### config.mk
export PLATFORM = sky130hd
export DESIGN_NAME = swg_output
export DESIGN_NICKNAME = d
export VERILOG_FILES = /design/src/rtl/swg_pkg.sv /design/src/rtl/swg_output.sv
export SDC_FILE = /design/constraint.sdc
export NUM_CORES = 1
export LEC_CHECK = 0
export BUFFER_PORTS_ARGS = -buffer_cell sky130_fd_sc_hd__buf_2
export CAP_MARGIN = 25
export CORE_MARGIN = 2
export CORE_UTILIZATION = 45
export DETAILED_ROUTE_END_ITERATION = 10
export PLACE_DENSITY = 0.82
export SLEW_MARGIN = 20
export SYNTH_ARGS = -nofsm -noshare
export SYNTH_HDL_FRONTEND = slang
export SYNTH_SLANG_ARGS = --single-unit
### constraint.sdc
create_clock -name clk -period 1.3 [get_ports clk]
set_clock_uncertainty 0.15 [all_clocks]
set_input_delay 0.065 -clock clk [delete_from_list [all_inputs] [get_ports clk]]
set_output_delay 0.065 -clock clk [all_outputs]
set_load 0.05 [all_outputs]
### src/rtl/swg_pkg.sv
// Shared types, constants and the quarter-wave sine table for the strain
// waveform generator. No dependencies; every other file imports this package.

package swg_pkg;

    // Quarter-wave sine table geometry.
    localparam int SINE_TABLE_BITS = 10;
    localparam int SINE_N          = 1 << SINE_TABLE_BITS;

    // Fixed-point constants.
    localparam logic [63:0] HALF_PI_Q30 = 64'd1686629713;
    localparam logic [63:0] ONE_Q30     = 64'd1073741824;
    localparam logic [33:0] RAMP_LIMIT  = 34'h2_0000_0000;

    // Configuration port geometry and register indexes.
    localparam int CFG_INDEX_W = 3;
    localparam int CFG_DATA_W  = 32;
    localparam logic [CFG_INDEX_W-1:0] CFG_WAVE_MODE     = 3'd0;
    localparam logic [CFG_INDEX_W-1:0] CFG_AMPLITUDE     = 3'd1;
    localparam logic [CFG_INDEX_W-1:0] CFG_FREQUENCY     = 3'd2;
    localparam logic [CFG_INDEX_W-1:0] CFG_START_TIME    = 3'd3;
    localparam logic [CFG_INDEX_W-1:0] CFG_STRAIN_OFFSET = 3'd4;

    typedef enum logic [1:0] {
        WAVE_CONST    = 2'd0,
        WAVE_SINE     = 2'd1,
        WAVE_TRIANGLE = 2'd2,
        WAVE_RAMP     = 2'd3
    } wave_mode_t;

    // Request leaving the phase stages: magnitude of the time difference,
    // its sign, the low bits of frequency * |dt| and |amplitude| * frequency.
    typedef struct packed {
        logic        valid;
        logic [31:0] udt;
        logic        dt_neg;
        logic [39:0] prod_lo;
        logic [63:0] m1;
    } swg_phase_t;

    // Request leaving the shape stages: scaled sine or triangle value and
    // the clamped ramp magnitude with its sign.
    typedef struct packed {
        logic               valid;
        logic signed [33:0] wave_v;
        logic [33:0]        ramp_mag;
        logic               ramp_neg;
    } swg_shape_t;

    typedef logic [30:0] sine_lut_t [SINE_N];

    // Entry k holds sin(pi/2*(k+0.5)/N) in Q1.30, built from an 8-term Taylor
    // series with truncating steps and clamped to [0, 1.0].
    function automatic sine_lut_t build_sine_lut();
        sine_lut_t          lut;
        logic [63:0]        x;
        logic [63:0]        x2;
        logic [63:0]        term;
        logic signed [63:0] sum;
        for (int k = 0; k < SINE_N; k++) begin
            x    = (64'(2 * k + 1) * HALF_PI_Q30) >> (SINE_TABLE_BITS + 1);
            x2   = (x * x) >> 30;
            term = x;
            sum  = signed'(x);
            term = ((term * x2) >> 30) / 64'd6;
            sum  = sum - signed'(term);
            term = ((term * x2) >> 30) / 64'd20;
            sum  = sum + signed'(term);
            term = ((term * x2) >> 30) / 64'd42;
            sum  = sum - signed'(term);
            term = ((term * x2) >> 30) / 64'd72;
            sum  = sum + signed'(term);
            term = ((term * x2) >> 30) / 64'd110;
            sum  = sum - signed'(term);
            term = ((term * x2) >> 30) / 64'd156;
            sum  = sum + signed'(term);
            term = ((term * x2) >> 30) / 64'd210;
            sum  = sum - signed'(term);
            if (sum < 0) begin
                sum = 64'sd0;
            end
            if (sum > signed'(ONE_Q30)) begin
                sum = signed'(ONE_Q30);
            end
            lut[k] = sum[30:0];
        end
        return lut;
    endfunction

    localparam sine_lut_t SINE_LUT = build_sine_lut();

endpackage

### src/rtl/swg_output.sv
// Output stage: waveform select, offset add and saturation into the result
// registers. Depends on swg_pkg.

module swg_output (
    input  logic                clk,
    input  logic                rst_n,
    input  swg_pkg::swg_shape_t shape_in,
    input  swg_pkg::wave_mode_t wave_mode,
    input  logic signed [31:0]  strain_offset,
    output logic                done,
    output logic signed [31:0]  strain_value,
    output logic                saturated
);
    import swg_pkg::*;

    logic signed [34:0] ramp_v;
    logic signed [34:0] v;
    logic signed [35:0] r;
    logic signed [31:0] r_sat;
    logic               sat;

    logic               done_reg;
    logic signed [31:0] strain_value_reg;
    logic               saturated_reg;

    // Pick the waveform value, add the offset and clip to 32 bits.
    always_comb
    begin
        ramp_v = shape_in.ramp_neg ? (35'sd0 - signed'({1'b0, shape_in.ramp_mag}))
                                   : signed'({1'b0, shape_in.ramp_mag});
        unique case (wave_mode)
            WAVE_CONST:    v = 35'sd0;
            WAVE_SINE:     v = 35'(shape_in.wave_v);
            WAVE_TRIANGLE: v = 35'(shape_in.wave_v);
            WAVE_RAMP:     v = ramp_v;
            default:       v = 35'sd0;
        endcase
        r = 36'(v) + 36'(strain_offset);
        priority if (r > 36'sh0_7FFF_FFFF)
        begin
            r_sat = 32'sh7FFF_FFFF;
            sat   = 1'b1;
        end
        else if (r < -36'sh0_8000_0000)
        begin
            r_sat = 32'sh8000_0000;
            sat   = 1'b1;
        end
        else
        begin
            r_sat = r[31:0];
            sat   = 1'b0;
        end
    end

    always_ff @(posedge clk or negedge rst_n)
    begin
        if (!rst_n)
        begin
            done_reg <= 1'b0;
        end
        else
        begin
            done_reg <= shape_in.valid;
        end
    end

    always_ff @(posedge clk)
    begin
        strain_value_reg <= r_sat;
        saturated_reg    <= sat;
    end

    assign done         = done_reg;
    assign strain_value = strain_value_reg;
    assign saturated    = saturated_reg;

endmodule

==> results.cfg, run 1 <==
[floorplanning]
rows = 34
coreArea_um2 = 8720
dieWidth_um = 99.0
dieHeight_um = 99.0
initial_core_util = 0.466
die-area_um2 = 9800
design.portCount = 140

[cts]
clkTransAtPathRegs_ps = 70
cts_tree = built
cts_buffer_depth = 2
cts_root_buf = clkbuf_8
cts_buffers = 5
cts-htree-levels = 2
cts.sinks = 34

[outcome]
violations = setup timing
outcome = complete, but fails checks

[place]
dpl.hpwl_um = 12000
pre_cts_slack_ps = -3930
gp_congestion = 0.917
placed_cells = 932
postPlaceCellArea_um2 = 6170
port_buffers = 139

[synthesis]
yosys_warnings = 0
ys_types = 59
syn-num-nets = 685
synthArstFlopShare = 0.0294
yosysSeqAreaShare = 0.169
synth_edf_count = 0
yosys.area.top_type = dfxtp_1
yosys-top-cells-count = nand2_1 (55), o21ai_0 (44), a21o_1 (41)
yosys-top-cells-area = dfxtp_1 (16%), ha_1 (12%), a21o_1 (7.6%)
synthMostInstantiatedCell = nand2_1
ys_ff_latch = 34
yosysTopAreaCellShare = 0.163
syn_area_um2 = 4060
syn_area_per_cell_um2 = 7.52
synthCells = 540
ys_dominant_reg_cell = dfxtp_1

[pwr]
cellPowerDensity_nw_per_um2 = 1160
p_leak_nw = 3.25
peakVddDrop_v = 0.000529
p_total_mw = 7.71

[global_routing]
antenna_found_initial = 0
grt_pass1_vias = 5497
grt_pass1_wl_um = 24700
track_usage = 0.302
grt_max_degree = 33
grt-ovfl-total = 0

[hold_path]
hold-path-cell-count = 3
hold_path_end = strain_value[0]
hold_path.class = in2reg
min_from = strain_offset[0]

[routing]
met2_length_um = 7710
dr.max_layer_used = met4
routed_wl_um = 16300
wl_met1_um = 6100
first_pass_iters = 5
vias = 5706
wl_met3_um = 1430
antenna_left = 0
via_per_inst = 5.99
drt_iter0_drc = 443
wl_per_cell_um = 17.1
drc = 0

[timing]
tightest_slew_ps = 610
hold_ws_ps = 45.9
setup_viol = 33
hold_viol = 0
period_share = 3.83
slew_headroom = 0.588
setup_tns_ps = -120600
period_minus_slack_ps = 4980
slew_violations = 0
rsz0062_at_grt = yes
fin_ws_ps = -3680
fmax_mhz = 201

[setup_path]
cpMaxStageDelayCell = or4_4
crit_chain = buf_6 > or4_4 > or3_4 > or4_4 > or3_4 > buf_4 > nand2b_4 > o21ai_0 > xor2_1 > o21ai_1 > ha_1 > buf_4 > nand3_1 > nor2_1 > a221oi_1 > o21ai_1 > nor2_2 > xnor2_2 > o41a_1 > buf_12 > a21o_1
crit_path_start_kind = input port
worstSetupEndpointType = flip-flop
crit_path_max_fanout = 32
cp.arrival_ps = 5010
path_class = in2reg
critPathMaxStageDelay_ps = 520
required_ps = 1330

[job]
drv_cap = 0

[final_layout]
instances_no_fill = 953
design_area_um2 = 6630
syn_to_final_growth_pct = 63.3
largest_register_ffs = 32
drive_gt1_frac = 0.459
utilization = 0.760
diodes = 0
fin_nets = 989
==> power by group <==
group	switching, mW	internal, mW	leakage, nW
registers	0.0736	1.36	0.288
logic	3.10	2.00	2.89
clock network	0.394	0.768	0.0683
==> logic make-up after synthesis <==
kind of cell / count (synthesis) / share of synthesized area
AO/OA/AOI/OAI: 206 / 0.340
AND/OR/NAND/NOR: 153 / 0.182
XOR/XNOR: 64 / 0.138
buffers and inverters: 42 / 0.0444
adder cells (fa/ha/maj): 39 / 0.122
flip-flops: 34 / 0.169
multiplexers: 2 / 0.00493
==> layout by cell type (no fill, tap or decap), types with 10 or more instances in the layout <==
cell type	Yosys	final
xnor2_1	35	33
buf_4	1	182
a21oi_1	40	32
buf_2	0	137
nand2_1	55	51
xor2_1	29	29
a21o_1	41	41
ha_1	38	35
nand3_1	13	12
a22oi_1	20	20
o21ai_0	44	37
nand4_1	10	10
nor2_1	40	38
dfxtp_1	33	33
==> critical path: cells and delay by family <==
kind,cells,cell delay [ps]
simple gates,8,2170
compound gates,6,1480
xor+xnor,2,340
buf+inv,4,600
fa+ha+maj,1,330
==> how the worst max path moves through the flow <==
stage / start / endpoint / slack [ps] / depth (start not counted)
floorplan: shape_in[11] / strain_value[17] / -3550 / 19
global placement: shape_in[11] / strain_value[3] / -3790 / 19
detailed placement: shape_in[11] / strain_value[8] / -3930 / 19
CTS: shape_in[11] / strain_value[23] / -3460 / 19
global route: shape_in[11] / strain_value[20] / -3850 / 21
finish: shape_in[11] / strain_value[23] / -3680 / 21
==> metal layers <==
metal / track usage / vias up
li1: - / 2603
met1: 0.358 / 2579
met2: 0.528 / 406
met3: 0.0390 / 118
met4: 0.159 / 0
met5: 0 / -
==> cell type report <==
class                      instances  area [um^2]
inverter                          10         37.5
multi-input combinational        464         3450
clock inverter                     3         68.8
sequential                        34          686
clock buffer                       5         68.8
tap                              108          135
fill                             558         2090
timing repair buffer             329         2190
==> what timing repair did <==
action	in CTS	in global routing
hold buffers	3	0
pin swaps	9	15
hold endpoints to repair	2	0
buffers inserted	6	5
setup endpoints to repair	33	33
gates resized for setup	25	24
Power figures use the tool's default switching activity.
==> run 2, diff against run 1 <==
--- a/config.mk
+++ b/config.mk
@@ -8,9 +8,9 @@
 export BUFFER_PORTS_ARGS = -buffer_cell sky130_fd_sc_hd__buf_2
 export CAP_MARGIN = 25
 export CORE_MARGIN = 2
-export CORE_UTILIZATION = 45
+export CORE_UTILIZATION = 40
 export DETAILED_ROUTE_END_ITERATION = 10
-export PLACE_DENSITY = 0.82
+export PLACE_DENSITY = 0.75
 export SLEW_MARGIN = 20
 export SYNTH_ARGS = -nofsm -noshare
 export SYNTH_HDL_FRONTEND = slang
==> run 2 against run 1 <==
  * The flow still finishes with violations (setup timing)
  * Combinational power decreased by 4.5%
  * Setup slack improved by 120 ps
  * Die area up 12%
  * Critical path depth is 3 lower
  * Sequential power barely moved
  * Critical path type unchanged
  * Critical endpoint is now strain_value[9]
  * Highest routed layer unchanged
==> results.cfg, run 2 (synthesized netlist as in run 1, its figures left out) <==
[timing]
period_share = 3.74
hold_viol = 0
hold_ws_ps = 43.2
fmax_mhz = 206
slew_headroom = 0.517
tightest_slew_ps = 723
slew_violations = 0
period_minus_slack_ps = 4860
rsz0062_at_grt = yes
fin_ws_ps = -3560
setup_viol = 33

[setup_path]
crit_path_start_kind = input port
crit_path_max_fanout = 32
path_class = in2reg
path_buf_inv = 2
cp.arrival_ps = 4880
required_ps = 1320
crit_path_frequent_cell = o21ai_0
crit_chain = buf_6 > or4_4 > or3_4 > or4_4 > or3_1 > o21ai_0 > xor2_1 > o21ai_0 > ha_1 > a21oi_1 > o21ai_0 > o31ai_1 > a21o_1 > o41ai_1 > a311o_1 > o41a_1 > buf_12 > a21o_1
worstSetupEndpointType = flip-flop
critPathMaxStageDelay_ps = 530
crit_family = compound AO/OA/AOI/OAI gates
cpMaxStageDelayCell = or4_4

[place]
dpl.hpwl_um = 12000
pre_cts_slack_ps = -4000
placed_cells = 964
gp_congestion = 0.888
port_buffers = 139
postPlaceCellArea_um2 = 6240

[routing]
wl_per_cell_um = 14.3
vias = 5131
first_pass_iters = 4
antenna_left = 0
via_per_inst = 5.23
drt_iter0_drc = 206
drc = 0
routed_wl_um = 14000

[outcome]
outcome = complete, but fails checks
violations = setup timing

[global_routing]
busiest_layer = met2
met1_usage = 0.326
grt_use_met2 = 0.436
antenna_found_initial = 0
grt_pass1_vias = 4951
grt_pass1_wl_um = 22800
track_usage = 0.247
grt-ovfl-total = 0
met3_usage = 0.0231
grt_max_degree = 33

[cts]
cts_buffers = 5
cts.sinks = 34
cts_tree = built
cts-htree-levels = 2
clkTransAtPathRegs_ps = 70
cts_root_buf = clkbuf_8
cts_buffer_depth = 2

[final_layout]
layout_commonest_cell = buf_4
instances_no_fill = 981
diodes = 0
final_cell_mix = buf_4 (188), buf_2 (137), nand2_1 (51)
fin_nets = 992
largest_register_ffs = 32
drive_gt1_frac = 0.442
design_area_um2 = 6580
syn_to_final_growth_pct = 62.0

[hold_path]
hold_path_end = strain_value[0]
hold_path.class = in2reg
hold-path-cell-count = 3
min_from = strain_offset[0]

[floorplanning]
dieHeight_um = 105
design.portCount = 140
rows = 36
dieWidth_um = 105
initial_core_util = 0.413
die-area_um2 = 11000
coreArea_um2 = 9820

[pwr]
p_leak_nw = 3.22
p_total_mw = 7.30
cellPowerDensity_nw_per_um2 = 1110
peakVddDrop_v = 0.000721

[job]
drv_cap = 0
run 2: cell types whose count changed in the layout (fill, tap and decap cells not counted), sizes merged:
| cell | delta |
|---|---|
| buf | +3 |
| clkinv | -1 |
| bufinv | -1 |
| clkbuf | +2 |
run 2: where the power goes:
part           total (mW)  internal [mW]  switching [mW]
combinational        4.88           1.97            2.92
sequential           1.44           1.37          0.0771
clock               0.970          0.624           0.345
total                7.30           3.96            3.34
run 2: area by class of cell:
class,count,area (um^2)
tap,133,166
fill,892,3240
sequential,34,686
inverter,10,37.5
clock inverter,1,30.0
clock buffer,7,86.3
multi-input combinational,464,3380
timing repair buffer,332,2190
run 2: through the flow:
step           setup TNS [ps]  utilization
6_report              -116480        0.670
5_1_grt               -122670        0.670
4_1_cts               -115120        0.662
3_5_place_dp          -131060        0.636
3_3_place_gp          -126020        0.636
2_1_floorplan         -116060            -
run 2: worst max path at each step:
stage                        to    startpoint  slack [ps]  cells after the start
6_report        strain_value[9]  shape_in[11]       -3560                     18
5_1_grt         strain_value[9]  shape_in[11]       -3750                     18
4_1_cts        strain_value[20]  shape_in[11]       -3520                     19
3_5_place_dp   strain_value[20]  shape_in[11]       -4000                     19
3_3_place_gp    strain_value[2]  shape_in[11]       -3830                     19
2_1_floorplan  strain_value[17]  shape_in[11]       -3550                     19
run 2: metal layers:
metal  wire length [um]  vias up
met3                681       10
met4                125        0
li1                   -     2618
met2               6780      148
met1               6440     2355
met5                  0        -
run 2: repair_timing:
action / CTS / global route
buffers inserted: 6 / 1
endpoints found under the setup margin: 33 / 33
pin swaps: 6 / 9
hold buffers: 3 / 0
gates resized for setup: 16 / 14
endpoints found under the hold margin: 2 / 0
