### src/rtl/swg_pkg.sv
// Shared types, constants and the quarter-wave sine table for the strain
// waveform generator. No dependencies; every other file imports this package.

package swg_pkg;

    // Quarter-wave sine table geometry.
    localparam int SINE_TABLE_BITS = 10;
    localparam int SINE_N          = 1 << SINE_TABLE_BITS;

    // Fixed-point constants.
    localparam logic [63:0] HALF_PI_Q30 = 64'd1686629713;
    localparam logic [63:0] ONE_Q30     = 64'd1073741824;
    localparam logic [33:0] RAMP_LIMIT  = 34'h2_0000_0000;

    // Configuration port geometry and register indexes.
    localparam int CFG_INDEX_W = 3;
    localparam int CFG_DATA_W  = 32;
    localparam logic [CFG_INDEX_W-1:0] CFG_WAVE_MODE     = 3'd0;
    localparam logic [CFG_INDEX_W-1:0] CFG_AMPLITUDE     = 3'd1;
    localparam logic [CFG_INDEX_W-1:0] CFG_FREQUENCY     = 3'd2;
    localparam logic [CFG_INDEX_W-1:0] CFG_START_TIME    = 3'd3;
    localparam logic [CFG_INDEX_W-1:0] CFG_STRAIN_OFFSET = 3'd4;

    typedef enum logic [1:0] {
        WAVE_CONST    = 2'd0,
        WAVE_SINE     = 2'd1,
        WAVE_TRIANGLE = 2'd2,
        WAVE_RAMP     = 2'd3
    } wave_mode_t;

    // Request leaving the phase stages: magnitude of the time difference,
    // its sign, the low bits of frequency * |dt| and |amplitude| * frequency.
    typedef struct packed {
        logic        valid;
        logic [31:0] udt;
        logic        dt_neg;
        logic [39:0] prod_lo;
        logic [63:0] m1;
    } swg_phase_t;

    // Request leaving the shape stages: scaled sine or triangle value and
    // the clamped ramp magnitude with its sign.
    typedef struct packed {
        logic               valid;
        logic signed [33:0] wave_v;
        logic [33:0]        ramp_mag;
        logic               ramp_neg;
    } swg_shape_t;

    typedef logic [30:0] sine_lut_t [SINE_N];

    // Entry k holds sin(pi/2*(k+0.5)/N) in Q1.30, built from an 8-term Taylor
    // series with truncating steps and clamped to [0, 1.0].
    function automatic sine_lut_t build_sine_lut();
        sine_lut_t          lut;
        logic [63:0]        x;
        logic [63:0]        x2;
        logic [63:0]        term;
        logic signed [63:0] sum;
        for (int k = 0; k < SINE_N; k++) begin
            x    = (64'(2 * k + 1) * HALF_PI_Q30) >> (SINE_TABLE_BITS + 1);
            x2   = (x * x) >> 30;
            term = x;
            sum  = signed'(x);
            term = ((term * x2) >> 30) / 64'd6;
            sum  = sum - signed'(term);
            term = ((term * x2) >> 30) / 64'd20;
            sum  = sum + signed'(term);
            term = ((term * x2) >> 30) / 64'd42;
            sum  = sum - signed'(term);
            term = ((term * x2) >> 30) / 64'd72;
            sum  = sum + signed'(term);
            term = ((term * x2) >> 30) / 64'd110;
            sum  = sum - signed'(term);
            term = ((term * x2) >> 30) / 64'd156;
            sum  = sum + signed'(term);
            term = ((term * x2) >> 30) / 64'd210;
            sum  = sum - signed'(term);
            if (sum < 0) begin
                sum = 64'sd0;
            end
            if (sum > signed'(ONE_Q30)) begin
                sum = signed'(ONE_Q30);
            end
            lut[k] = sum[30:0];
        end
        return lut;
    endfunction

    localparam sine_lut_t SINE_LUT = build_sine_lut();

endpackage

### src/rtl/swg_phase.sv
// Phase front end: time difference against the start time, then the
// frequency products. Depends on swg_pkg.

module swg_phase (
    input  logic               clk,
    input  logic               rst_n,
    input  logic               in_valid,
    input  logic [31:0]        time_now,
    input  logic [31:0]        start_time,
    input  logic [31:0]        frequency,
    input  logic signed [31:0] amplitude,
    output swg_pkg::swg_phase_t phase_out
);
    import swg_pkg::*;

    logic [32:0] dt;
    logic [32:0] dt_abs;
    logic [31:0] amp_abs;
    logic [63:0] prod;
    logic [63:0] m1;

    logic        s1_valid_reg;
    logic [31:0] s1_udt_reg;
    logic        s1_dt_neg_reg;
    logic [31:0] s1_amp_abs_reg;

    logic        s2_valid_reg;
    logic [31:0] s2_udt_reg;
    logic        s2_dt_neg_reg;
    logic [39:0] s2_prod_lo_reg;
    logic [63:0] s2_m1_reg;

    // Stage 1: exact signed difference, kept as magnitude and sign.
    always_comb
    begin
        dt      = {1'b0, time_now} - {1'b0, start_time};
        dt_abs  = dt[32] ? (33'd0 - dt) : dt;
        amp_abs = amplitude[31] ? (32'd0 - unsigned'(amplitude)) : unsigned'(amplitude);
    end

    always_ff @(posedge clk or negedge rst_n)
    begin
        if (!rst_n)
        begin
            s1_valid_reg <= 1'b0;
        end
        else
        begin
            s1_valid_reg <= in_valid;
        end
    end

    always_ff @(posedge clk)
    begin
        s1_udt_reg     <= dt_abs[31:0];
        s1_dt_neg_reg  <= dt[32];
        s1_amp_abs_reg <= amp_abs;
    end

    // Stage 2: frequency times |dt| for the phase, |amplitude| times
    // frequency for the ramp.
    always_comb
    begin
        prod = {32'd0, s1_udt_reg} * {32'd0, frequency};
        m1   = {32'd0, s1_amp_abs_reg} * {32'd0, frequency};
    end

    always_ff @(posedge clk or negedge rst_n)
    begin
        if (!rst_n)
        begin
            s2_valid_reg <= 1'b0;
        end
        else
        begin
            s2_valid_reg <= s1_valid_reg;
        end
    end

    always_ff @(posedge clk)
    begin
        s2_udt_reg     <= s1_udt_reg;
        s2_dt_neg_reg  <= s1_dt_neg_reg;
        s2_prod_lo_reg <= prod[39:0];
        s2_m1_reg      <= m1;
    end

    // Pack the stage 2 registers into the request handed downstream.
    always_comb
    begin
        phase_out.valid   = s2_valid_reg;
        phase_out.udt     = s2_udt_reg;
        phase_out.dt_neg  = s2_dt_neg_reg;
        phase_out.prod_lo = s2_prod_lo_reg;
        phase_out.m1      = s2_m1_reg;
    end

endmodule

### config.mk
export PLATFORM = sky130hd
export DESIGN_NAME = swg_phase
export DESIGN_NICKNAME = d
export VERILOG_FILES = /design/src/rtl/swg_pkg.sv /design/src/rtl/swg_phase.sv
export SDC_FILE = /design/constraint.sdc
export NUM_CORES = 2
export LEC_CHECK = 0
export BUFFER_PORTS_ARGS = -buffer_cell sky130_fd_sc_hd__buf_2
export CAP_MARGIN = 30
export CELL_PAD_IN_SITES_DETAIL_PLACEMENT = 1
export CELL_PAD_IN_SITES_GLOBAL_PLACEMENT = 1
export CORE_ASPECT_RATIO = 1.5
export CORE_MARGIN = 2
export CORE_UTILIZATION = 51
export DETAILED_ROUTE_END_ITERATION = 10
export PLACE_DENSITY = 0.93
export SLEW_MARGIN = 15
export SYNTH_ARGS = -nofsm -noshare
export SYNTH_HDL_FRONTEND = slang
export SYNTH_SLANG_ARGS = --single-unit
### constraint.sdc
create_clock -name clk -period 9.75 [get_ports clk]
set_input_delay 0.4875 -clock clk [delete_from_list [all_inputs] [get_ports clk]]
set_output_delay 0.4875 -clock clk [all_outputs]
set_load 0.02 [all_outputs]
==> impl_results.html <==
<table>
<tr><th>Metric</th><th>Value</th></tr>
<tr><th colspan="2">Critical path</th></tr>
<tr><td>Type of the setup path with the least slack</td><td>reg -&gt; reg</td></tr>
<tr><td>Source of the worst register-to-register timing path</td><td>s1_amp_abs_reg[11]$_DFF_P_</td></tr>
<tr><td>Highest net fanout along the worst path</td><td>18</td></tr>
<tr><td>Path depth of the worst reg2reg path</td><td>26</td></tr>
<tr><td>Data arrival, critical path</td><td>10.04 ns</td></tr>
<tr><td>Reg2reg end</td><td>s2_m1_reg[63]$_DFF_P_</td></tr>
<tr><td>Req. time, crit path</td><td>10.36 ns</td></tr>
<tr><td>Critical Path Sink Type</td><td>flip-flop</td></tr>
<tr><td>Startpoint class of the critical path</td><td>flip-flop</td></tr>
<tr><td>Worst R2R Setup Slack</td><td>0.32 ns</td></tr>
<tr><th colspan="2">Layout</th></tr>
<tr><td>Area growth syn-to-layout</td><td>6.239%</td></tr>
<tr><td>Max reg flops</td><td>64</td></tr>
<tr><td>NumNets Final</td><td>9,051</td></tr>
<tr><td>Share of final-layout standard cells stronger than drive strength 1</td><td>6.794%</td></tr>
<tr><th colspan="2">Clock tree</th></tr>
<tr><td>CTS Buf Count</td><td>27</td></tr>
<tr><td>H-tree Lvls</td><td>1</td></tr>
<tr><td>Number of buffers on the longest clock path</td><td>3</td></tr>
<tr><td>Clock insertion delay at the later pin of the skew report</td><td>0.71 ns</td></tr>
<tr><td>Cell at the root of the clock tree</td><td>sky130_fd_sc_hd__clkbuf_16</td></tr>
<tr><td>Clock tree from TritonCTS</td><td>done</td></tr>
<tr><td>Post-CTS setup repair buffer count</td><td>0</td></tr>
<tr><td>Clock Pin Slew Worst Setup and Hold Paths</td><td>0.06 ns</td></tr>
<tr><td>Clock sinks</td><td>204</td></tr>
<tr><th colspan="2">STA</th></tr>
<tr><td>Number of hold violations in the final report</td><td>0</td></tr>
<tr><td>Tightest Pin Transition</td><td>1.134 ns</td></tr>
<tr><td>Total count of max-transition violations in the final report</td><td>0</td></tr>
<tr><td>Worst slew slack as a fraction of its limit</td><td>24.28%</td></tr>
<tr><td>Setup TNS Final</td><td>0 ns</td></tr>
<tr><td>Final setup violating endpoints</td><td>0</td></tr>
<tr><td>Setup repair after global routing missed its margin</td><td>false</td></tr>
<tr><td>Worst clock skew</td><td>0.01984 ns</td></tr>
<tr><td>Final Critical Period</td><td>9.433 ns</td></tr>
<tr><td>Ratio of final minimum period to clock period</td><td>96.75%</td></tr>
<tr><td>Maximum clock rate</td><td>0.1060 GHz</td></tr>
<tr><th colspan="2">Placed design</th></tr>
<tr><td>Placer's final routability congestion estimate</td><td>0.9301</td></tr>
<tr><td>HPWL after detailed placement</td><td>191,400 um</td></tr>
<tr><td>Count of buffers from port buffering</td><td>268</td></tr>
<tr><th colspan="2">Route</th></tr>
<tr><td>Ratio of routed vias to standard cells</td><td>6.095</td></tr>
<tr><td>Detailed Route WL</td><td>250,000 um</td></tr>
<tr><td>Count of antenna-violating nets left after detailed routing</td><td>0</td></tr>
<tr><td>Vias</td><td>52,350</td></tr>
<tr><td>Wire length per cell after detailed routing</td><td>29.11 um</td></tr>
<tr><td>Iteration-0 DRC Markers</td><td>4,356</td></tr>
<tr><td>Post-route DRC</td><td>0</td></tr>
<tr><td>First drt pass iteration count</td><td>5</td></tr>
<tr><th colspan="2">Job</th></tr>
<tr><td>Number of violations of the max-capacitance limit</td><td>0</td></tr>
<tr><th colspan="2">Synth</th></tr>
<tr><td>Number of flops mapped to enable cells by yosys</td><td>0</td></tr>
<tr><td>Xor-xnor portion of the synthesized cell area</td><td>2.910%</td></tr>
<tr><td>Part of the Yosys area used for sequential elements</td><td>6.476%</td></tr>
<tr><td>Post-Syn Nets</td><td>9,014</td></tr>
<tr><td>Post-synthesis instance area</td><td>63,210 sq um</td></tr>
<tr><td>Post-synth cell types</td><td>86</td></tr>
<tr><td>Share of synthesized cell area in full adder, half adder and majority cells</td><td>56.90%</td></tr>
<tr><td>Multiplexer share of the synthesized area</td><td>0.06532%</td></tr>
<tr><td>Compound-Gate Fraction of Synth Area</td><td>4.758%</td></tr>
<tr><td>Number of storage elements in the synthesis netlist</td><td>204</td></tr>
<tr><td>Warning count from the yosys run</td><td>0</td></tr>
<tr><td>Mapped Cells</td><td>6,921</td></tr>
<tr><td>Largest family of logic cells by synthesized area</td><td>adder cells</td></tr>
<tr><td>Post-synthesis average cell area</td><td>9.134 sq um</td></tr>
<tr><td>Post-synthesis async set-or-reset flop share</td><td>0.9804%</td></tr>
<tr><td>Simple-gate share of the synthesized area</td><td>17.37%</td></tr>
<tr><td>Most instantiated flip-flop cell in the synthesis netlist</td><td>sky130_fd_sc_hd__dfxtp_1</td></tr>
<tr><th colspan="2">Die</th></tr>
<tr><td>Row count</td><td>158</td></tr>
<tr><td>Die W</td><td>291.5 um</td></tr>
<tr><td>Floorplan die height</td><td>435.2 um</td></tr>
<tr><td>Starting utilization of the core area</td><td>51.24%</td></tr>
<tr><td>Die Footprint</td><td>126,800 sq um</td></tr>
<tr><td>Number of primary I/O pins</td><td>269</td></tr>
<tr><td>Placeable Area</td><td>123,400 sq um</td></tr>
<tr><th colspan="2">Global routing</th></tr>
<tr><td>Number of antenna violations at the first check in global routing</td><td>31</td></tr>
<tr><td>Total global routing overflow</td><td>0</td></tr>
<tr><td>Global-route total usage across every layer</td><td>40.22%</td></tr>
<tr><td>Maximum number of pins on one net before global-route repair</td><td>48</td></tr>
<tr><td>Wire length of the first global-routing pass</td><td>374,400 um</td></tr>
<tr><td>Number of global-route vias before repair</td><td>63,010</td></tr>
<tr><th colspan="2">Worst hold path</th></tr>
<tr><td>Worst hold path startpoint</td><td>amplitude[28]</td></tr>
<tr><td>Path type of the worst min-delay path</td><td>in -&gt; reg</td></tr>
<tr><td>Cells on Worst Hold Path</td><td>2</td></tr>
<tr><td>Hold EP</td><td>s1_amp_abs_reg[28]$_DFF_P_</td></tr>
<tr><th colspan="2">Status</th></tr>
<tr><td>Status</td><td>complete, no violations</td></tr>
</table>
[repair_timing]
item	CTS	global route
gates resized for setup	0	1
endpoints found under the setup margin	0	6
hold buffers	4	3
hold endpoints to repair	6	3
[cell usage in the layout (no fill, tap or decap), types with 6 or more instances in the layout]
| master | synthesis | routed |
|---|---|---|
| sky130_fd_sc_hd__o31ai_1 | 18 | 18 |
| sky130_fd_sc_hd__ha_1 | 441 | 441 |
| sky130_fd_sc_hd__nand2_1 | 915 | 915 |
| sky130_fd_sc_hd__or2_2 | 7 | 7 |
| sky130_fd_sc_hd__nand2b_1 | 21 | 21 |
| sky130_fd_sc_hd__nor2_1 | 90 | 90 |
| sky130_fd_sc_hd__nor3_1 | 32 | 32 |
| sky130_fd_sc_hd__o211ai_1 | 7 | 7 |
| sky130_fd_sc_hd__nor4_1 | 8 | 7 |
| sky130_fd_sc_hd__fa_1 | 1521 | 1521 |
| sky130_fd_sc_hd__a21o_1 | 58 | 58 |
| sky130_fd_sc_hd__nand4_1 | 14 | 14 |
| sky130_fd_sc_hd__a21oi_1 | 118 | 118 |
| sky130_fd_sc_hd__o2111ai_1 | 6 | 6 |
| sky130_fd_sc_hd__nand3_1 | 35 | 35 |
| sky130_fd_sc_hd__a21boi_0 | 8 | 8 |
| sky130_fd_sc_hd__diode_2 | 0 | 12 |
| sky130_fd_sc_hd__inv_1 | 1551 | 1551 |
| sky130_fd_sc_hd__and3_1 | 24 | 24 |
| sky130_fd_sc_hd__a211oi_1 | 18 | 18 |
| sky130_fd_sc_hd__o21ai_0 | 77 | 77 |
| sky130_fd_sc_hd__o21bai_1 | 22 | 22 |
| sky130_fd_sc_hd__buf_2 | 10 | 268 |
| sky130_fd_sc_hd__xnor2_1 | 164 | 164 |
| sky130_fd_sc_hd__clkbuf_16 | 0 | 28 |
| sky130_fd_sc_hd__or3_1 | 17 | 17 |
| sky130_fd_sc_hd__a31oi_1 | 14 | 14 |
| sky130_fd_sc_hd__and2_1 | 948 | 948 |
| sky130_fd_sc_hd__dlygate4sd3_1 | 0 | 7 |
| sky130_fd_sc_hd__nor2b_1 | 11 | 11 |
| sky130_fd_sc_hd__and4_1 | 7 | 7 |
| sky130_fd_sc_hd__buf_4 | 2 | 107 |
| sky130_fd_sc_hd__o41ai_1 | 8 | 8 |
| sky130_fd_sc_hd__xor2_1 | 46 | 46 |
| sky130_fd_sc_hd__dfxtp_1 | 202 | 195 |
| sky130_fd_sc_hd__o21a_1 | 20 | 20 |
| sky130_fd_sc_hd__or4_1 | 8 | 8 |
| sky130_fd_sc_hd__dfxtp_2 | 0 | 7 |
[per-layer routing]
| metal | vias to the layer above | track usage, % | part of all wire [%] |
|---|---|---|---|
| met1 | 26400 | 37.96 | 29 |
| met2 | 3689 | 65.81 | 48 |
| li1 | 20300 | - | - |
| met5 | - | 0 | 0.059 |
| met4 | 22 | 40.29 | 12 |
| met3 | 1947 | 15.05 | 11 |
[area by class of cell]
type / instances / area (sq um)
antenna: 12 / 30.03
inverter: 1551 / 5822
clock inverter: 19 / 260.3
sequential: 204 / 4103
multi-input combinational: 4781 / 51850
clock buffer: 29 / 703.2
tap: 1600 / 2002
fill: 14180 / 56200
timing repair buffer: 393 / 2390
[logic make-up after synthesis]
family / count (synthesis)
multiplexers: 4
buffers and inverters: 1936
AO/OA/AOI/OAI: 448
flip-flops: 204
AND/OR/NAND/NOR: 2157
XOR/XNOR: 210
adder cells (fa/ha/maj): 1962
[worst max-delay path by stage]
stage                                           from                    end  slack (ns)  cells past startpoint
after global placement                  frequency[2]  s2_m1_reg[60]$_DFF_P_        1.23                     26
after detailed placement                frequency[3]  s2_m1_reg[60]$_DFF_P_        0.71                     24
final                     s1_amp_abs_reg[11]$_DFF_P_  s2_m1_reg[63]$_DFF_P_        0.32                     26
after floorplan                         frequency[5]  s2_m1_reg[60]$_DFF_P_        1.92                     27
after CTS                 s1_amp_abs_reg[11]$_DFF_P_  s2_m1_reg[63]$_DFF_P_        0.72                     24
after global routing      s1_amp_abs_reg[11]$_DFF_P_  s2_m1_reg[63]$_DFF_P_        0.05                     26
[critical path, stage by stage (launching register included)]
cell and delay [ns]:
sky130_fd_sc_hd__dfxtp_2 0.61, sky130_fd_sc_hd__buf_4 0.41, sky130_fd_sc_hd__and2_1 0.46, sky130_fd_sc_hd__fa_1 0.25
sky130_fd_sc_hd__inv_1 0.07, sky130_fd_sc_hd__fa_1 0.55, sky130_fd_sc_hd__inv_1 0.08, sky130_fd_sc_hd__fa_1 0.39
sky130_fd_sc_hd__inv_1 0.32, sky130_fd_sc_hd__fa_1 0.50, sky130_fd_sc_hd__inv_1 0.39, sky130_fd_sc_hd__fa_1 0.50
sky130_fd_sc_hd__fa_1 0.51, sky130_fd_sc_hd__fa_1 0.66, sky130_fd_sc_hd__fa_1 0.48, sky130_fd_sc_hd__ha_1 0.26
sky130_fd_sc_hd__nor3_1 0.22, sky130_fd_sc_hd__o21ai_0 0.15, sky130_fd_sc_hd__o211ai_1 0.26, sky130_fd_sc_hd__o2111ai_1 0.47
sky130_fd_sc_hd__a41oi_1 0.42, sky130_fd_sc_hd__buf_4 0.20, sky130_fd_sc_hd__or4_1 0.22, sky130_fd_sc_hd__a31oi_1 0.15
sky130_fd_sc_hd__o21bai_1 0.34, sky130_fd_sc_hd__nand2_1 0.17, sky130_fd_sc_hd__a211oi_1 0.25
[cell usage after synthesis, types with 58 or more instances]
cell	count	share of area, %
sky130_fd_sc_hd__ha_1	441	8.7
sky130_fd_sc_hd__a21o_1	58	0.69
sky130_fd_sc_hd__o21ai_0	77	0.61
sky130_fd_sc_hd__a21oi_1	118	0.93
sky130_fd_sc_hd__clkbuf_1	371	2.2
sky130_fd_sc_hd__fa_1	1521	48
sky130_fd_sc_hd__inv_1	1551	9.2
sky130_fd_sc_hd__xnor2_1	164	2.3
sky130_fd_sc_hd__dfxtp_1	202	6.4
sky130_fd_sc_hd__nand2_1	915	5.4
sky130_fd_sc_hd__nor2_1	90	0.53
sky130_fd_sc_hd__and2_1	948	9.4
[per-stage QoR]
stage	std cells	setup slack, ns	hold WS, ns	area (sq um)	util (%)
floorplan	6921	1.917	0.1919	63210	-
global placement	8512	1.232	0.2705	65930	53.45
detailed placement	8514	0.7057	0.2728	65960	53.47
CTS	8566	0.7180	0.0004761	66960	54.28
global route	8579	0.04547	0.003133	67130	54.42
finish	8589	0.3166	0.001052	67160	54.44
Power is left out: the tool's default activity adds up to more than one toggle a clock period on the data nets, which glitch-free logic cannot reach.
